### src/rtl/pli_pkg.sv
// Package with the shared types and codes of the piecewise linear interpolator.
package pli_pkg;

  // Default capacity of the point table.
  localparam int unsigned MAX_POINTS_DEF = 64;

  // Operation codes of an input transaction.
  localparam logic [1:0] OP_CLEAR  = 2'd0;
  localparam logic [1:0] OP_INSERT = 2'd1;
  localparam logic [1:0] OP_QUERY  = 2'd2;

  // Status codes of a result transaction.
  localparam logic [2:0] ST_OK        = 3'd0;
  localparam logic [2:0] ST_DUPLICATE = 3'd1;
  localparam logic [2:0] ST_FULL      = 3'd2;
  localparam logic [2:0] ST_TOO_FEW   = 3'd3;
  localparam logic [2:0] ST_SATURATED = 3'd4;

  // Input transaction payload.
  typedef struct packed {
    logic [1:0]         operation;
    logic signed [31:0] x_value;
    logic signed [31:0] y_value;
  } item_t;

  // Result transaction payload.
  typedef struct packed {
    logic [2:0]         status;
    logic signed [31:0] y_result;
    logic               exact_hit;
  } result_t;

  // Token that walks the row of cells, one cell per cycle.
  typedef struct packed {
    logic               valid;
    logic [1:0]         op;
    logic signed [31:0] x;        // query x, or the point being inserted
    logic signed [31:0] y;
    logic               pending;  // insert point not yet placed
    logic               modify;   // table has room, the insert may write
    logic               found;    // duplicate x on insert, exact hit on query
    logic signed [31:0] fy;       // stored y of an exact hit
    logic signed [31:0] ax;       // lower point of the chosen segment
    logic signed [31:0] ay;
    logic signed [31:0] bx;       // upper point of the chosen segment
    logic signed [31:0] by;
    logic [1:0]         seen;     // valid cells passed, saturating at two
    logic               locked;   // segment chosen
  } tok_t;

  // Segment and abscissa handed to the line evaluation unit.
  typedef struct packed {
    logic signed [31:0] x0;
    logic signed [31:0] y0;
    logic signed [31:0] x1;
    logic signed [31:0] y1;
    logic signed [31:0] x;
  } arith_req_t;

endpackage

### src/rtl/pli_arith.sv
// Line evaluation unit: serial multiply, serial divide, rounding and saturation.
module pli_arith (
  input  logic               clk,
  input  logic               rst,
  input  logic               start,
  input  pli_pkg::arith_req_t req,
  output logic               done,
  output logic               sat,
  output logic signed [31:0] y
);
  import pli_pkg::*;

  typedef enum logic [1:0] {A_IDLE, A_MUL, A_DIV, A_FIN} astate_t;

  localparam logic signed [36:0] R_MAX = 37'sd2147483647;
  localparam logic signed [36:0] R_MIN = -37'sd2147483648;

  astate_t            state;
  logic [6:0]         cnt;
  logic [63:0]        mcand;
  logic [31:0]        mplier;
  logic [64:0]        num;
  logic [31:0]        rem;
  logic [31:0]        dx;
  logic signed [31:0] y0;
  logic               neg;

  logic signed [32:0] dy_s;
  logic signed [32:0] t_s;
  logic [32:0]        dx_s;
  logic [32:0]        rem_sh;
  logic [33:0]        diff;
  logic               qbig;
  logic signed [36:0] r;

  // Operand preparation on start.
  always_comb begin
    dy_s = {req.y1[31], req.y1} - {req.y0[31], req.y0};
    t_s  = {req.x[31], req.x} - {req.x0[31], req.x0};
    dx_s = {req.x1[31], req.x1} - {req.x0[31], req.x0};
  end

  // One restoring division step and the final rounding checks.
  always_comb begin
    rem_sh = {rem, num[64]};
    diff   = {1'b0, rem_sh} - {2'b00, dx};
    qbig   = (num[64:35] != '0) || (num[34] && num[33:0] != '0);
    r      = neg ? ({{5{y0[31]}}, y0} - {2'b00, num[34:0]})
                 : ({{5{y0[31]}}, y0} + {2'b00, num[34:0]});
  end

  // Sequencer: 32 multiply steps, 65 divide steps, one result step.
  always_ff @(posedge clk) begin
    if (rst) begin
      state <= A_IDLE;
      done  <= 1'b0;
    end else begin
      done <= 1'b0;
      case (state)
        A_IDLE: begin
          if (start) begin
            mcand  <= {32'd0, dy_s[32] ? 32'(-dy_s) : dy_s[31:0]};
            mplier <= t_s[32] ? 32'(-t_s) : t_s[31:0];
            dx     <= dx_s[31:0];
            // Seeding with half the divisor adds the rounding term for free.
            num    <= {34'd0, dx_s[31:1]};
            y0     <= req.y0;
            neg    <= dy_s[32] ^ t_s[32];
            cnt    <= '0;
            state  <= A_MUL;
          end
        end
        A_MUL: begin
          if (mplier[0]) begin
            num <= num + {1'b0, mcand};
          end
          mcand  <= {mcand[62:0], 1'b0};
          mplier <= {1'b0, mplier[31:1]};
          cnt    <= (cnt == 7'd31) ? 7'd0 : cnt + 7'd1;
          if (cnt == 7'd31) begin
            rem   <= '0;
            state <= A_DIV;
          end
        end
        A_DIV: begin
          if (!diff[33]) begin
            rem <= diff[31:0];
          end else begin
            rem <= rem_sh[31:0];
          end
          num <= {num[63:0], ~diff[33]};
          cnt <= cnt + 7'd1;
          if (cnt == 7'd64) begin
            state <= A_FIN;
          end
        end
        A_FIN: begin
          done <= 1'b1;
          if (qbig) begin
            sat <= 1'b1;
            y   <= neg ? 32'sh8000_0000 : 32'sh7FFF_FFFF;
          end else if (r > R_MAX) begin
            sat <= 1'b1;
            y   <= 32'sh7FFF_FFFF;
          end else if (r < R_MIN) begin
            sat <= 1'b1;
            y   <= 32'sh8000_0000;
          end else begin
            sat <= 1'b0;
            y   <= r[31:0];
          end
          state <= A_IDLE;
        end
        default: begin
          state <= A_IDLE;
        end
      endcase
    end
  end

  // A finished evaluation always comes from the result step.
  a_done_src: assert property (@(posedge clk) disable iff (rst)
    done |-> $past(state) == A_FIN)
    else $error("done without a result step");
  a_div_len: assert property (@(posedge clk) disable iff (rst)
    (state == A_DIV) |-> cnt <= 7'd64)
    else $error("divide step count overran");
  a_mul_len: assert property (@(posedge clk) disable iff (rst)
    (state == A_MUL) |-> cnt <= 7'd31)
    else $error("multiply step count overran");

endmodule

### config.mk
export PLATFORM = sky130hd
export DESIGN_NAME = pli_arith
export DESIGN_NICKNAME = d
export VERILOG_FILES = /design/src/rtl/pli_pkg.sv /design/src/rtl/pli_arith.sv
export SDC_FILE = /design/constraint.sdc
export NUM_CORES = 1
export LEC_CHECK = 0
export ABC_AREA = 1
export BUFFER_PORTS_ARGS = -buffer_cell sky130_fd_sc_hd__buf_2
export CAP_MARGIN = 20
export CORE_UTILIZATION = 47
export DETAILED_ROUTE_END_ITERATION = 7
export PLACE_DENSITY = 0.69
export SYNTH_ARGS = -nofsm -noshare
export SYNTH_HDL_FRONTEND = slang
export SYNTH_SLANG_ARGS = --single-unit
### constraint.sdc
create_clock -name clk -period 8.46 [get_ports clk]
set_input_delay 1.269 -clock clk [delete_from_list [all_inputs] [get_ports clk]]
set_output_delay 1.269 -clock clk [all_outputs]
set_load 0.1 [all_outputs]
# Word-level counts from Yosys, hierarchy flattened
# Cells that the tools add are included.
# W data, S select, Z words.
# word_totals
ff_bits,301
latchBits,0
ram_bits,0
mem_bits_ro,0
input_bits,163
output_inout_bits,34
elab_cells,78
mem_count,0
# op_classes
addsub,10
mul,0
n_div,0
magnitude_cmp,2
n_eq_ne,9
shifts,0
n_mux,26
n_bitwise,3
reduce_logical,16
# op_table
operator,count
$mux W32,9
$pmux W65 S3,1
$mux W65,2
$pmux W32 S2,2
$pmux W64 S2,1
$sub A32 B32 Y33,2
$add A65 B64 Y65,1
$mux W64,1
$neg A32 Y32,2
$add A32 B36 Y37,1
$gt A37 B32 Y1 const B,1
$lt A37 B32 Y1 const B,1
$mux W37,1
$sub A32 B36 Y37,1
$reduce_bool A34 Y1,1
$sub A33 B32 Y34,1
$sub A32 B32 Y32,1
$reduce_bool A30 Y1,1
$pmux W7 S3,1
$reduce_and A3 Y1,5
$mux W7,2
$ne A2 B2 Y1 const B,4
$pmux W2 S4,1
$add A7 B1 Y7 const B,1
16 further kinds,22

# Logic depth before layout (Yosys ltp)
# depth
ltp_word,6
ltp_mapped,30
mapped_depth_nobuf,29

# Worst setup path before layout
# No wires, ideal clock.
# synth_path
path_type,input to register
startpoint,in start
endpoint,"reg mcand[0], enable pin"
setup_time_ps,583
arrival_ps,6244
t_required_ps,7877
path_slack_ps,1633
path_stages,3
n_path_buf,0
cell_sequence,nor2_1 or2_2 a21oi_1
# synth_between
elab_chain_cells,2
# synth_rtl
element,line_no,source
from (decl),pli_arith.sv:5,"input logic start,"
$ne A2 B2 Y1 (no source line),--,
$reduce_and A3 Y1 (no source line),--,
to (signal assigned),pli_arith.sv:62,"mcand <= {32'd0, dy_s[32] ? 32'(-dy_s) : dy_s[31:0]};"
to (signal assigned),pli_arith.sv:77,"mcand <= {mcand[62:0], 1'b0};"
to (decl),pli_arith.sv:20,logic [63:0] mcand;
# Every way passes these cells.
# A chain may end at the register's enable or synchronous reset.

# Worst setup path after layout
# layout_path
startpoint,reg num[1]
endpoint,reg y[24] (data pin)
# layout_between
elab_chain_cells,6
word_cells_on_any_way,11
classes_between,2 x add/sub; 2 x order compare; 4 x mux; 3 x reduce/logical
# layout_rtl
element,line_no,source
from (decl),pli_arith.sv:22,logic [64:0] num;
from (signal assigned),pli_arith.sv:66,"num <= {34'd0, dx_s[31:1]};"
from (signal assigned),pli_arith.sv:75,"num <= num + {1'b0, mcand};"
from (signal assigned),pli_arith.sv:91,"num <= {num[63:0], ~diff[33]};"
$add A32 B36 Y37 / $sub A32 B36 Y37 (equally long branches),"pli_arith.sv:49, pli_arith.sv:48",
$mux W37,pli_arith.sv:48,"r = neg ? ({{5{y0[31]}}, y0} - {2'b00, num[34:0]})"
$lt A37 B32 Y1,pli_arith.sv:105,end else if (r < R_MIN) begin
$mux W32,pli_arith.sv:105,
$mux W32,pli_arith.sv:102,end else if (r > R_MAX) begin
$mux W32 *,pli_arith.sv:99,if (qbig) begin
to (signal assigned),pli_arith.sv:101,y <= neg ? 32'sh8000_0000 : 32'sh7FFF_FFFF;
to (signal assigned),pli_arith.sv:110,y <= r[31:0];
to (decl),pli_arith.sv:9,output logic signed [31:0] y
# Mark *: on every way between the ends. The rest lies on a longest branch, timed or not.

==> results.py <==
metrics = {
    "run_status": {
        "outcome": "finished, final reports clean",
    },
    "setup_path": {
        "path_max_fanout": 32,
        "cp.arrival_ns": 5.65,
        "critPathCaptureType": "register",
        "cp_common_cell": "nand2_1",
        "path_class": "register to register",
        "max_stage_delay_ns": 0.46,
        "cp_slowest_cell": "edfxtp_1",
        "required_ns": 8.85,
        "start_kind": "register",
    },
    "grt": {
        "grt_pass1_wl_um": 160000,
        "overflow": 0,
        "grt_max_degree": 82,
        "grt_pass1_vias": 28800,
        "grt_use_total_pct": 31.0,
        "grt_antenna_before_repair": 5,
    },
    "final_layout": {
        "fin_cells": 5604,
        "drive_above_1_share_pct": 8.01,
        "multi_input_area_sq_um": 18400,
        "syn2layout_area_growth_pct": 10.4,
        "nFillCells": 6592,
        "mostFrequentLayoutCells": "nand2_1, inv_1, nor2_1",
        "regArea_sq_um": 9010,
        "nNetsFinal": 5137,
        "layout.cells.most_common": "nand2_1",
    },
    "floorplanning": {
        "initial_utilization_pct": 47.9,
        "die_x_um": 257,
        "io_pins": 197,
        "coreArea_sq_um": 63500,
        "die_area_sq_um": 65800,
        "dieHeight_um": 257,
        "fp-row-count": 92,
    },
    "pwr": {
        "p_per_area_nw_per_um2": 326,
        "power.total_mw": 11.0,
        "p_leak_nw": 16.3,
        "ir_drop_uv": 182,
    },
    "hold_path": {
        "hold_class": "register to register",
    },
    "yosys": {
        "ys_seq_elements": 301,
        "synth_area_leaders": "edfxtp_1, nand2_1, ha_1",
        "ys.flop_type": "edfxtp_1",
        "synth_cell_types": 60,
        "ys_seq_area_share_pct": 29.6,
        "avgSynthCellArea_sq_um": 6.69,
        "synth_nets": 4956,
        "yosysWarnings": 0,
        "synth_edf_count": 298,
        "syn_inst": 4550,
        "yosysTopAreaCell": "edfxtp_1",
        "syn-cell-area_sq_um": 30500,
        "synth_top_area_share_pct": 29.4,
        "synthArstFlopShare_pct": 0,
    },
    "clocking": {
        "cts_tree": "done",
        "cts.sinks": 301,
        "post_cts.repair.setup_buffers": 0,
        "hold_buffers": 0,
        "h-tree-depth": 2,
        "ctsRootBufferMaster": "clkbuf_16",
        "clock_path_buffers": 3,
        "ctsResizeCount": 0,
        "numCtsBuffers": 38,
        "clk_pin_slew_worst_paths_ns": 0.06,
        "clock_latency_ns": 0.58,
    },
    "sta": {
        "max_freq_mhz": 190,
        "hold_violations": 0,
        "setup_tns_ns": 0,
        "min_period_ns": 5.26,
        "rsz0062_at_grt": "no",
        "max_slew_margin_pct": 26.6,
        "fin_crit_sh_pct": 62.2,
        "finClkSkew_ns": 0.0318,
        "tightest_slew_ns": 1.10,
        "slew_viol_final": 0,
        "setup_viol": 0,
    },
    "run": {
        "maxCapViolations": 0,
    },
    "placed_design": {
        "gp_congestion": 0.994,
        "dp_cells": 5534,
        "io_buffers": 196,
        "dp_hpwl_um": 85400,
    },
    "route": {
        "post_drt_wl_per_cell_um": 18.5,
        "num_vias": 30500,
        "drc": 0,
        "postRouteAntennaNets": 0,
        "wirelength_um": 103000,
        "vias_per_cell": 5.44,
        "first_pass_iters": 6,
        "drt_iter0_drc": 2838,
    },
}
report_power, final:
group          switching (mW)  total, mW  internal (mW)
clock network           0.672       1.66          0.989
registers               0.382       2.69           2.31
logic                    4.59       6.63           2.04
total                    5.64       11.0           5.34
state kept, by name (all words and copies together), names as in the netlist:
register / count
done: 1
dx: 32
state: 2
neg: 1
rem: 32
num: 65
y: 32
sat: 1
cnt: 7
y0: 32
mplier: 32
mcand: 64
per-layer routing:
| layer | GRT usage [%] | vias up | part of all wire, % |
|---|---|---|---|
| met5 | 0 | - | 0.016 |
| met4 | 12.0 | 2 | 4.1 |
| met3 | 4.91 | 196 | 7.4 |
| met2 | 52.2 | 1141 | 46 |
| met1 | 39.8 | 13800 | 43 |
| li1 | - | 15300 | - |
metrics by stage:
stage | hold WS (ns) | instance area, sq um | util, % | worst slack (ns)
CTS | 0.525 | 33600 | 52.8 | 3.26
global placement | 0.500 | 32300 | 50.9 | 3.44
detailed placement | 0.512 | 32300 | 50.9 | 3.29
global route | 0.540 | 33600 | 52.9 | 2.55
floorplan | 0.494 | 30500 | - | 1.63
finish | 0.524 | 33600 | 52.9 | 3.20
synth_stat cells, types with 29 or more instances:
cell type,n
nor3_1,48
a21o_1,32
xnor2_1,43
a21oi_1,394
nand4_1,75
ha_1,237
clkbuf_1,49
nor2_1,427
nand2_1,1298
a31oi_1,51
xor2_1,125
nand3_1,221
inv_1,723
nor2_2,29
o21ai_0,228
edfxtp_1,298
final timing paths:
kind,start,to,slack (ns),cells past startpoint
worst max-delay path,num[1],y[24],3.20,29
worst max register to register,num[1],y[24],3.20,29
worst min register to register,mplier[8],mplier[7],0.52,2
worst min-delay path,mplier[8],mplier[7],0.52,2
worst max-delay path: cells and delay by family (launching register included):
| family | cells | cell delay (ns) |
|---|---|---|
| AO/OA/AOI/OAI | 3 | 0.78 |
| adder cells (fa/ha/maj) | 2 | 0.50 |
| AND/OR/NAND/NOR | 21 | 2.99 |
| flip-flops | 1 | 0.46 |
| XOR/XNOR | 1 | 0.17 |
| buffers and inverters | 2 | 0.19 |
area by class of cell:
cell class / count / area share [%]
Inverter: 749 / 8.37
Tap cell: 846 / 3.15
Timing Repair Buffer: 212 / 3.38
Antenna cell: 1 / 0.00744
Clock inverter: 22 / 0.785
Clock buffer: 44 / 2.92
Sequential cell: 301 / 26.8
Multi-Input combinational cell: 3429 / 54.6
logic make-up (layout without fill, tap and decap cells):
group / after synthesis / after routing / synth area share, %
AO/OA/AOI/OAI: 817 / 817 / 14.7
adder cells (fa/ha/maj): 243 / 243 / 10.1
other: 0 / 1 / 0
flip-flops: 301 / 301 / 29.6
AND/OR/NAND/NOR: 2199 / 2199 / 30.3
buffers and inverters: 820 / 1027 / 10.3
XOR/XNOR: 170 / 170 / 4.97
Note: power is estimated with default switching activity, not from simulation.
