==> src/rtl/pli_pkg.sv <==
// Package with the shared types and codes of the piecewise linear interpolator.
package pli_pkg;

  // Default capacity of the point table.
  localparam int unsigned MAX_POINTS_DEF = 64;

  // Operation codes of an input transaction.
  localparam logic [1:0] OP_CLEAR  = 2'd0;
  localparam logic [1:0] OP_INSERT = 2'd1;
  localparam logic [1:0] OP_QUERY  = 2'd2;

  // Status codes of a result transaction.
  localparam logic [2:0] ST_OK        = 3'd0;
  localparam logic [2:0] ST_DUPLICATE = 3'd1;
  localparam logic [2:0] ST_FULL      = 3'd2;
  localparam logic [2:0] ST_TOO_FEW   = 3'd3;
  localparam logic [2:0] ST_SATURATED = 3'd4;

  // Input transaction payload.
  typedef struct packed {
    logic [1:0]         operation;
    logic signed [31:0] x_value;
    logic signed [31:0] y_value;
  } item_t;

  // Result transaction payload.
  typedef struct packed {
    logic [2:0]         status;
    logic signed [31:0] y_result;
    logic               exact_hit;
  } result_t;

  // Token that walks the row of cells, one cell per cycle.
  typedef struct packed {
    logic               valid;
    logic [1:0]         op;
    logic signed [31:0] x;        // query x, or the point being inserted
    logic signed [31:0] y;
    logic               pending;  // insert point not yet placed
    logic               modify;   // table has room, the insert may write
    logic               found;    // duplicate x on insert, exact hit on query
    logic signed [31:0] fy;       // stored y of an exact hit
    logic signed [31:0] ax;       // lower point of the chosen segment
    logic signed [31:0] ay;
    logic signed [31:0] bx;       // upper point of the chosen segment
    logic signed [31:0] by;
    logic [1:0]         seen;     // valid cells passed, saturating at two
    logic               locked;   // segment chosen
  } tok_t;

  // Segment and abscissa handed to the line evaluation unit.
  typedef struct packed {
    logic signed [31:0] x0;
    logic signed [31:0] y0;
    logic signed [31:0] x1;
    logic signed [31:0] y1;
    logic signed [31:0] x;
  } arith_req_t;

endpackage

==> src/rtl/pli_cell.sv <==
// One table cell: holds a point and passes the token on to its neighbor.
module pli_cell (
  input  logic         clk,
  input  logic         rst,
  input  pli_pkg::tok_t tok_in,
  output pli_pkg::tok_t tok_out
);
  import pli_pkg::*;

  logic               used;
  logic signed [31:0] px;
  logic signed [31:0] py;

  tok_t               t;
  logic               used_next;
  logic signed [31:0] px_next;
  logic signed [31:0] py_next;
  logic [1:0]         seen_new;

  // Work of this cell on the passing token.
  always_comb begin
    t         = tok_in;
    used_next = used;
    px_next   = px;
    py_next   = py;
    seen_new  = (tok_in.seen == 2'd2) ? 2'd2 : tok_in.seen + 2'd1;
    if (tok_in.valid) begin
      case (tok_in.op)
        OP_CLEAR: begin
          used_next = 1'b0;
        end
        OP_INSERT: begin
          if (used && px == tok_in.x) begin
            t.found   = 1'b1;
            t.pending = 1'b0;
          end else if (tok_in.pending && tok_in.modify) begin
            if (!used) begin
              used_next = 1'b1;
              px_next   = tok_in.x;
              py_next   = tok_in.y;
              t.pending = 1'b0;
            end else if (px > tok_in.x) begin
              // Take the new point and carry the displaced one onward.
              px_next = tok_in.x;
              py_next = tok_in.y;
              t.x     = px;
              t.y     = py;
            end
          end
        end
        OP_QUERY: begin
          if (used) begin
            if (px == tok_in.x && !tok_in.found) begin
              t.found = 1'b1;
              t.fy    = py;
            end
            if (!tok_in.locked) begin
              t.ax   = tok_in.bx;
              t.ay   = tok_in.by;
              t.bx   = px;
              t.by   = py;
              t.seen = seen_new;
              if (px > tok_in.x && seen_new == 2'd2) begin
                t.locked = 1'b1;
              end
            end
          end
        end
        default: begin
        end
      endcase
    end
  end

  // Cell state and the token register toward the next cell.
  always_ff @(posedge clk) begin
    if (rst) begin
      used          <= 1'b0;
      tok_out.valid <= 1'b0;
    end else begin
      used          <= used_next;
      tok_out.valid <= t.valid;
    end
    px <= px_next;
    py <= py_next;
    tok_out.op      <= t.op;
    tok_out.x       <= t.x;
    tok_out.y       <= t.y;
    tok_out.pending <= t.pending;
    tok_out.modify  <= t.modify;
    tok_out.found   <= t.found;
    tok_out.fy      <= t.fy;
    tok_out.ax      <= t.ax;
    tok_out.ay      <= t.ay;
    tok_out.bx      <= t.bx;
    tok_out.by      <= t.by;
    tok_out.seen    <= t.seen;
    tok_out.locked  <= t.locked;
  end

endmodule

==> config.mk <==
export PLATFORM = sky130hd
export DESIGN_NAME = pli_cell
export DESIGN_NICKNAME = d
export VERILOG_FILES = /design/src/rtl/pli_pkg.sv /design/src/rtl/pli_cell.sv
export SDC_FILE = /design/constraint.sdc
export NUM_CORES = 1
export LEC_CHECK = 0
export ABC_AREA = 1
export BUFFER_PORTS_ARGS = -buffer_cell sky130_fd_sc_hd__buf_2
export CAP_MARGIN = 20
export CORE_AREA = 2 2 183 185
export DETAILED_ROUTE_END_ITERATION = 8
export DIE_AREA = 0 0 185 187
export PLACE_DENSITY_LB_ADDON = 0.12
export SLEW_MARGIN = 20
export SYNTH_ARGS = -nofsm -noshare
export SYNTH_HDL_FRONTEND = slang
export SYNTH_SLANG_ARGS = --single-unit
export TNS_END_PERCENT = 20
==> constraint.sdc <==
create_clock -name clk -period 10.59 [get_ports clk]
set_clock_uncertainty 0.2 [all_clocks]
set_input_delay 1.5885 -clock clk [delete_from_list [all_inputs] [get_ports clk]]
set_output_delay 1.5885 -clock clk [all_outputs]
set_load 0.02 [all_outputs]
After elaboration in Yosys (flattened, before gate mapping)
Index checks and enable logic that the tools add are counted.

Flip-flop bits (word level): 298. Bits in latches: 0. Memory bits (writable): 0. Memory bits (read-only): 0. Bits of input ports: 235. Memories: 0.

$add $sub $neg: 1. $mul: 0. Divide/modulo/power cells: 0. Order comparisons: 1. Eq/ne operators: 8. Shifts and indexed selects: 0. Multiplexer cells: 24. Bitwise logic cells: 1. Reductions and logical operators: 9.

Operators with widths (count): $mux W164 (2); $mux W65 (3); $mux W64 (3); $mux W163 (1); $mux W131 (1); $mux W32 (4); $mux W33 (1); $eq A32 B32 Y1 (1); $gt A32 B32 Y1 (1); $eq A2 B2 Y1 const B (3); $mux W1 (6); $reduce_and A5 Y1 (1); $logic_and A1 B1 Y1 (4); $ne A2 B2 Y1 const B (2); $pmux W1 S2 (2); $reduce_and A4 Y1 (1); $add A2 B1 Y2 const B (1); $eq A2 B1 Y1 const B (1); $logic_not A2 Y1 (1); $mux W2 (1); $ne A2 B1 Y1 const B (1); $reduce_bool A2 Y1 (1); $logic_not A1 Y1 (1); $not A1 Y1 (1).

Depth between registers and ports, before layout
Gate-level depths: netlist of run 1.

Depth in word-level cells: 9. Depth in mapped cells: 19. Gate-level depth less buffers: 17.

Worst setup path after synthesis of run 1
Ideal clock, no wire load.

Path type: input -> register. Start point: input port tok_in[229] (netlist bit). End point: register px[0], enable pin. Library setup time: 0.584 ns. Arrival time: 7.527 ns. Data required time: 9.806 ns. Slack: 2.279 ns. Stages: 13. Cells stage by stage: inv_1 ha_1 nand2_1 nor2_1 nand2_1 nor3b_2 nand2_1 nand2_1 nand2_1 nand2_1 buf_2 nand2_1 a21boi_0.

Word-level cells in the longest chain between the ends: 4.

RTL lines: start: declaration (RTL line pli_cell.sv:5) `input pli_pkg::tok_t tok_in,`; branches (longest 3 deep; another with $gt A32 B32 Y1); $reduce_and A5 Y1 (no source line) *; end signal: assignment (RTL line pli_cell.sv:84) `px <= px_next;`; end: declaration (RTL line pli_cell.sv:11) `logic signed [31:0] px;`.

Mark *: on every way between the ends. A chain may end at the register's enable or synchronous reset.

Worst setup path in the final report of run 1
Start point: input port tok_in[229] (netlist bit). End point: register py[8], enable pin.

Word-level cells in the longest chain between the ends: 4.

RTL lines: branches (longest 3 deep; another with $gt A32 B32 Y1); $reduce_and A5 Y1 (no source line) *; end signal: assignment (RTL line pli_cell.sv:85) `py <= py_next;`; end: declaration (RTL line pli_cell.sv:12) `logic signed [31:0] py;`.

Marks and branches as above.

==> reports/metrics.yaml, run 1 <==
timing:
  max_clock_freq_mhz: 241
  slew_headroom_pct: 37.2
  hold_violations: 0
  fin_crit_sh_pct: 39.2
  hold_ws_ps: 323
  finalSetupTns_ps: 0
  maxSlewViolCount: 0
  layout_min_cycle_time_ps: 4150
  setup_viol: 0
  worst_pin_slew_ps: 943
  rsz0062_at_grt: "no"
placed_design:
  dpl.hpwl_mm: 23.7
  io_buffers: 467
  place_area_um2: 13400
  gp_congestion: 0.759
yosys:
  avgSynthCellArea_um2: 9.24
  synth_most_common_cell: "nand2_1"
  synth_top_area_cell: "dfxtp_1"
  ys_seq_area_share_pct: 62.1
  synth_top_area_share_pct: 44.1
  syn_inst: 1151
  synth_common_cells: "268 x nand2_1, 234 x dfxtp_1, 145 x inv_1, 94 x o21ai_0, 80 x a21oi_1"
  ys.flop_type: "dfxtp_1"
  synth-edff-count: 64
  syn-num-nets: 1422
  mappedNetlistArea_um2: 10600
  synth.area.top_cells: "dfxtp_1 44%, edfxtp_1 18%, nand2_1 9.5%"
  yosysWarnings: 0
  synth.distinct_cells: 27
  async_flop_share_pct: 0
  synth-seq-cells: 298
power:
  pwr-share-seq_pct: 46.6
  power_density_nw_per_um2: 181
  p_comb_share_pct: 9.5
  p_leak_nw: 7.40
  swShare_pct: 24.1
  ir_drop_mv: 0.127
  clockPowerShare_pct: 43.9
  p_sw_w: 0.000633
  p_total_w: 0.00263
  p_int_w: 0.00199
worst_setup_path:
  critPathMaxFanout: 64
  worst-endpoint-arrival_ps: 4070
  required_ps: 10510
  r2r-end: "py[8]"
  critPathKind: "primary input to register"
  rr_worst_depth: 12
  end_kind: "register"
  start_kind: "primary input"
  worstReg2RegStart: "px[31]"
  reg2reg_setup_slack_ps: 7190
min_path:
  holdPathEnd: "tok_out[140]"
  hp-class: "register to register"
  hold_depth: 2
  hold_path.startpoint: "py[9]"
clock_network:
  clock_sinks: 298
  clockBufferDepth: 3
  cts_tree: "done"
  cts_setup_buffers: 0
  holdBufCountCts: 0
  ctsResizeCount: 0
  numCtsBuffers: 35
  h-tree-depth: 2
  clock_latency_ps: 500
  cts_root_buf: "clkbuf_16"
  clk_pin_slew_worst_paths_ps: 60
grt:
  grt_pass1_vias: 9061
  overflow: 0
  grt_pass1_wl_mm: 50.2
  antenna_found_initial: 9
  grt_use_total_pct: 18.7
  grt_max_degree: 98
die:
  rows: 67
  die_height_um: 187
  io-pin-count: 468
  die_x_um: 185
  die_area_um2: 34600
  core_area_um2: 32900
  initial_core_util_pct: 32.4
detailed_routing:
  drt_wl_total_mm: 33.5
  num_vias: 9263
  wl_per_cell_um: 16.1
  ant_nets: 0
  viasPerCell: 4.45
  first_pass_iters: 5
  drc: 0
  drt-initial-drc-count: 426
cells_and_area:
  fillerInstances: 3377
  postLayoutCellArea_um2: 14500
  final_layout_size_suffix_gt1_share_pct: 32.8
  area_growth_pct: 36.3
  finalNetCount: 1873
outcome:
  status: "finished, final reports clean"
job:
  maxCapViolCount: 0
## layout make-up
class / count / area [µm²] / area share, %
Sequential cell: 298 / 6610 / 45.6
Multi-Input combinational cell: 646 / 3260 / 22.5
Timing Repair Buffer: 476 / 2400 / 16.6
Clock buffer: 57 / 1070 / 7.39
Tap cell: 448 / 561 / 3.87
Inverter: 145 / 544 / 3.76
Clock inverter: 6 / 36.3 / 0.250
Antenna cell: 5 / 12.5 / 0.0863
## worst max-delay path by stage
stage | startpoint | endpoint | slack (ps) | depth (start not counted)
finish | tok_in[229] | py[8] | 6440 | 14
floorplan | tok_in[229] | px[0] | 2280 | 13
global placement | tok_in[229] | py[23] | 5920 | 14
detailed placement | tok_in[229] | py[13] | 5880 | 14
CTS | tok_in[229] | py[29] | 6410 | 14
global route | tok_in[229] | py[31] | 6150 | 14
## cells in the final DEF (no fill, tap or decap)
| master | netlist | layout |
|---|---|---|
| o32a_1 | 1 | 1 |
| o21a_1 | 2 | 2 |
| buf_4 | 3 | 9 |
| a21oi_1 | 80 | 80 |
| buf_2 | 15 | 467 |
| nor2_1 | 78 | 77 |
| clkbuf_16 | 0 | 37 |
| nand3_1 | 6 | 5 |
| clkbuf_1 | 37 | 13 |
| edfxtp_1 | 64 | 64 |
| a21o_1 | 1 | 1 |
| nor3b_2 | 1 | 1 |
| inv_2 | 0 | 1 |
| nand4_4 | 0 | 1 |
| inv_6 | 0 | 1 |
| nand3b_1 | 1 | 1 |
| nor2_4 | 0 | 1 |
| o21ai_0 | 94 | 94 |
| dfxtp_1 | 234 | 234 |
| o21ai_1 | 4 | 4 |
| clkinv_1 | 0 | 1 |
| nand2_2 | 0 | 1 |
| inv_1 | 145 | 144 |
| nand4_1 | 68 | 68 |
| ha_1 | 36 | 36 |
| nand2_1 | 268 | 267 |
| clkinv_2 | 0 | 3 |
| mux2_2 | 1 | 1 |
| a21boi_4 | 0 | 1 |
| nor3_1 | 1 | 1 |
| diode_2 | 0 | 5 |
| clkinv_4 | 0 | 1 |
| o31a_1 | 1 | 1 |
| nor4_4 | 1 | 1 |
| clkbuf_8 | 0 | 7 |
| nand3_4 | 0 | 1 |
## per-stage QoR
step | setup WS (ps) | std cells | utilization [%]
2_1_floorplan | 2280 | 1151 | -
3_3_place_gp | 5920 | 2013 | 40.7
3_5_place_dp | 5880 | 2013 | 40.7
4_1_cts | 6410 | 2076 | 44.1
5_1_grt | 6150 | 2080 | 44.1
6_report | 6440 | 2081 | 44.1
## kinds of logic (layout without fill, tap and decap cells)
logic type      after synthesis  in the layout  share of synthesized area, %
mux                           1              1                         0.106
simple gates                425            425                          17.1
other cells                   0              5                             0
fa+ha+maj                    36             36                          4.24
flops                       298            298                          62.1
buf+inv                     207            684                          7.63
compound gates              184            184                          8.84
## power groups by stage
| stage | clock network, W | logic, W | registers [W] |
|---|---|---|---|
| 2_1_floorplan | 0 | 0.0000662 | 0.00131 |
| 5_1_grt | 0.00123 | 0.000274 | 0.00123 |
| 6_report | 0.00115 | 0.000249 | 0.00122 |
| 4_1_cts | 0.00119 | 0.000253 | 0.00123 |
| 3_5_place_dp | 0 | 0.000252 | 0.00125 |
| 3_3_place_gp | 0 | 0.000251 | 0.00125 |
## layer usage
metal	vias to the layer above	GRT usage (%)	wire length, µm
met4	8	5.86	925
met5	-	0	42
met2	337	33.0	16200
li1	4639	-	-
met3	72	5.92	2990
met1	4207	21.3	13300
## registers in the layout, summed over array words and instances, names as in the netlist
name,cells
px,32
tok_out,233
used,1
py,32
## critical path: stages
cell and delay, ps:
buf_2 90, inv_1 40, ha_1 350, nand2_1 90
nor2_1 130, nand2_1 140, nor3b_2 250, nand2_1 150
nand2_1 110, nand2_1 60, nand2_2 60, nand2_1 80
a21boi_4 130, buf_4 680
Power figures use the tool's default switching activity.
==> inputs of run 2 (changes only) <==
--- a/config.mk
+++ b/config.mk
@@ -5,12 +5,12 @@
 export SDC_FILE = /design/constraint.sdc
 export NUM_CORES = 1
 export LEC_CHECK = 0
-export ABC_AREA = 1
+export ABC_AREA = 0
 export BUFFER_PORTS_ARGS = -buffer_cell sky130_fd_sc_hd__buf_2
 export CAP_MARGIN = 20
-export CORE_AREA = 2 2 183 185
+export CORE_AREA = 2 2 180 182
 export DETAILED_ROUTE_END_ITERATION = 8
-export DIE_AREA = 0 0 185 187
+export DIE_AREA = 0 0 182 184
 export PLACE_DENSITY_LB_ADDON = 0.12
 export SLEW_MARGIN = 20
 export SYNTH_ARGS = -nofsm -noshare
==> constraint.sdc (replaced) <==
create_clock -name clk -period 4.1 [get_ports clk]
set_clock_uncertainty 0.2 [all_clocks]
set_input_delay 0.615 -clock clk [delete_from_list [all_inputs] [get_ports clk]]
set_output_delay 0.615 -clock clk [all_outputs]
set_load 0.02 [all_outputs]
==> reports/metrics.yaml, run 2 <==
outcome:
  status: "finished, final reports clean"
yosys:
  syn-num-nets: 970
  synth-edff-count: 64
  ys.flop_type: "dfxtp_1"
  async_flop_share_pct: 0
  mappedNetlistArea_um2: 10300
  synth.area.top_cells: "dfxtp_1 45%, mux2_2 24%, edfxtp_1 19%"
  avgSynthCellArea_um2: 14.8
  synth-seq-cells: 298
  synth_top_area_cell: "dfxtp_1"
  synth.distinct_cells: 33
  synth_top_area_share_pct: 45.4
  synth_most_common_cell: "dfxtp_1"
  yosysWarnings: 0
  ys_seq_area_share_pct: 64.0
  syn_inst: 699
  synth_common_cells: "234 x dfxtp_1, 216 x mux2_2, 64 x edfxtp_1, 41 x inv_1, 36 x ha_1"
cells_and_area:
  postLayoutCellArea_um2: 14300
  regMostFlops: "tok_out"
  top_regs: "tok_out (233), px (32), py (32)"
  layout_commonest_cell: "buf_2"
  finalNetCount: 1455
  final_cells: 1613
  final_layout_size_suffix_gt1_share_pct: 61.7
  largest_reg_flops: 233
  area_growth_pct: 38.6
  layout_common_cells: "467 x buf_2, 234 x dfxtp_1, 216 x mux2_2"
power:
  p_int_w: 0.00524
  p_comb_share_pct: 8.9
  swShare_pct: 22.5
  power_density_nw_per_um2: 473
  ir_drop_mv: 0.332
  p_leak_nw: 6.61
  p_sw_w: 0.00152
  pwr-share-seq_pct: 46.8
  clockPowerShare_pct: 44.2
placed_design:
  place_area_um2: 13200
  gp_congestion: 0.759
  place_inst: 1550
  io_buffers: 467
  place_ws_ps: 10.6
  dpl.hpwl_mm: 22.1
timing:
  max_clock_freq_mhz: 267
  rsz0062_at_grt: "no"
  worst_pin_slew_ps: 799
  fin_crit_sh_pct: 91.4
  finalWorstSetupSlack_ps: 352
  hold_violations: 0
  slew_headroom_pct: 46.6
  setup_viol: 0
  maxSlewViolCount: 0
  finalSetupTns_ps: 0
  hold_ws_ps: 54.3
  layout_min_cycle_time_ps: 3750
min_path:
  hp-class: "primary input to register"
clock_network:
  clk_pin_slew_worst_paths_ps: 60
  clock_sinks: 298
  clock_latency_ps: 500
  numCtsBuffers: 34
  cts_setup_buffers: 0
  ctsResizeCount: 0
  clockBufferDepth: 3
  h-tree-depth: 2
  holdBufCountCts: 0
  cts_root_buf: "clkbuf_16"
  cts_tree: "done"
grt:
  antenna_found_initial: 5
  grt_pass1_vias: 7423
  grt_pass1_wl_mm: 42.6
  grt_max_degree: 76
  overflow: 0
  grt_use_total_pct: 16.5
die:
  io-pin-count: 468
  die_area_um2: 33500
  core_area_um2: 31400
  die_height_um: 184
  rows: 65
  initial_core_util_pct: 32.9
  die_x_um: 182
detailed_routing:
  num_vias: 7077
  drt_wl_total_mm: 28.7
  drt-initial-drc-count: 239
  wl_per_cell_um: 17.8
  viasPerCell: 4.39
  ant_nets: 0
  first_pass_iters: 4
  drc: 0
job:
  maxCapViolCount: 0
worst_setup_path:
  critPathKind: "register to register"
  worst-endpoint-arrival_ps: 3740
  critPathMaxFanout: 26
  end_kind: "register"
  required_ps: 4090
  start_kind: "register"
run 2: worst paths after layout:
path                     from      endpoint  slack [ps]  depth (start not counted)
hold reg to reg         px[0]  tok_out[198]         290                          1
setup / recovery       px[12]         px[2]         350                          9
setup reg to reg       px[12]         px[2]         350                          9
hold / removal    tok_in[231]  tok_out[231]          50                          1
run 2: power by group through the flow:
stage	Clock, W	Sequential [W]	Combinational (W)
after detailed placement	0	0.00323	0.000610
after CTS	0.00309	0.00317	0.000612
after global placement	0	0.00323	0.000607
final	0.00299	0.00317	0.000603
after global routing	0.00322	0.00318	0.000653
after floorplan	0	0.00339	0.000149
run 2: layer usage:
metal	vias up	track usage, %	wire length, µm
met5	-	0	37
met3	52	5.63	2400
met1	3267	18.3	11000
met4	6	5.29	700
met2	285	29.9	14600
li1	3467	-	-
run 2: layout make-up:
type,count,area [µm²]
multi-input combinational,334,3440
inverter,41,154
tap,402,503
sequential,298,6610
timing repair buffer,475,2470
fill,3002,17100
antenna,2,5.00
clock buffer,55,1100
clock inverter,6,30.0
run 2: cell families (layout without fill, tap and decap cells):
logic type	count (synthesis)	in the layout	share of synthesized area (%)
AOI/OAI and AO/OA	37	37	2.45
adders and majority gates	36	36	4.36
buffers and inverters	67	577	2.87
DFF	298	298	64.0
muxes	225	225	24.5
other	0	2	0
and+or+nand+nor	36	36	1.79
run 2: per-stage QoR:
| step | total power [W] | util, % |
|---|---|---|
| finish | 0.00677 | 45.6 |
| floorplan | 0.00354 | - |
| global route | 0.00706 | 45.6 |
| CTS | 0.00688 | 45.6 |
| detailed placement | 0.00384 | 42.0 |
| global placement | 0.00384 | 42.0 |
run 2: critical path: stages, from the launching register on:
cell and delay, ps:
edfxtp_1 430, ha_1 310, nand4_1 170, nor4_1 530, a21boi_0 300, o32a_1 270
o21ai_0 120, buf_4 180, a21boi_4 630, buf_12 280
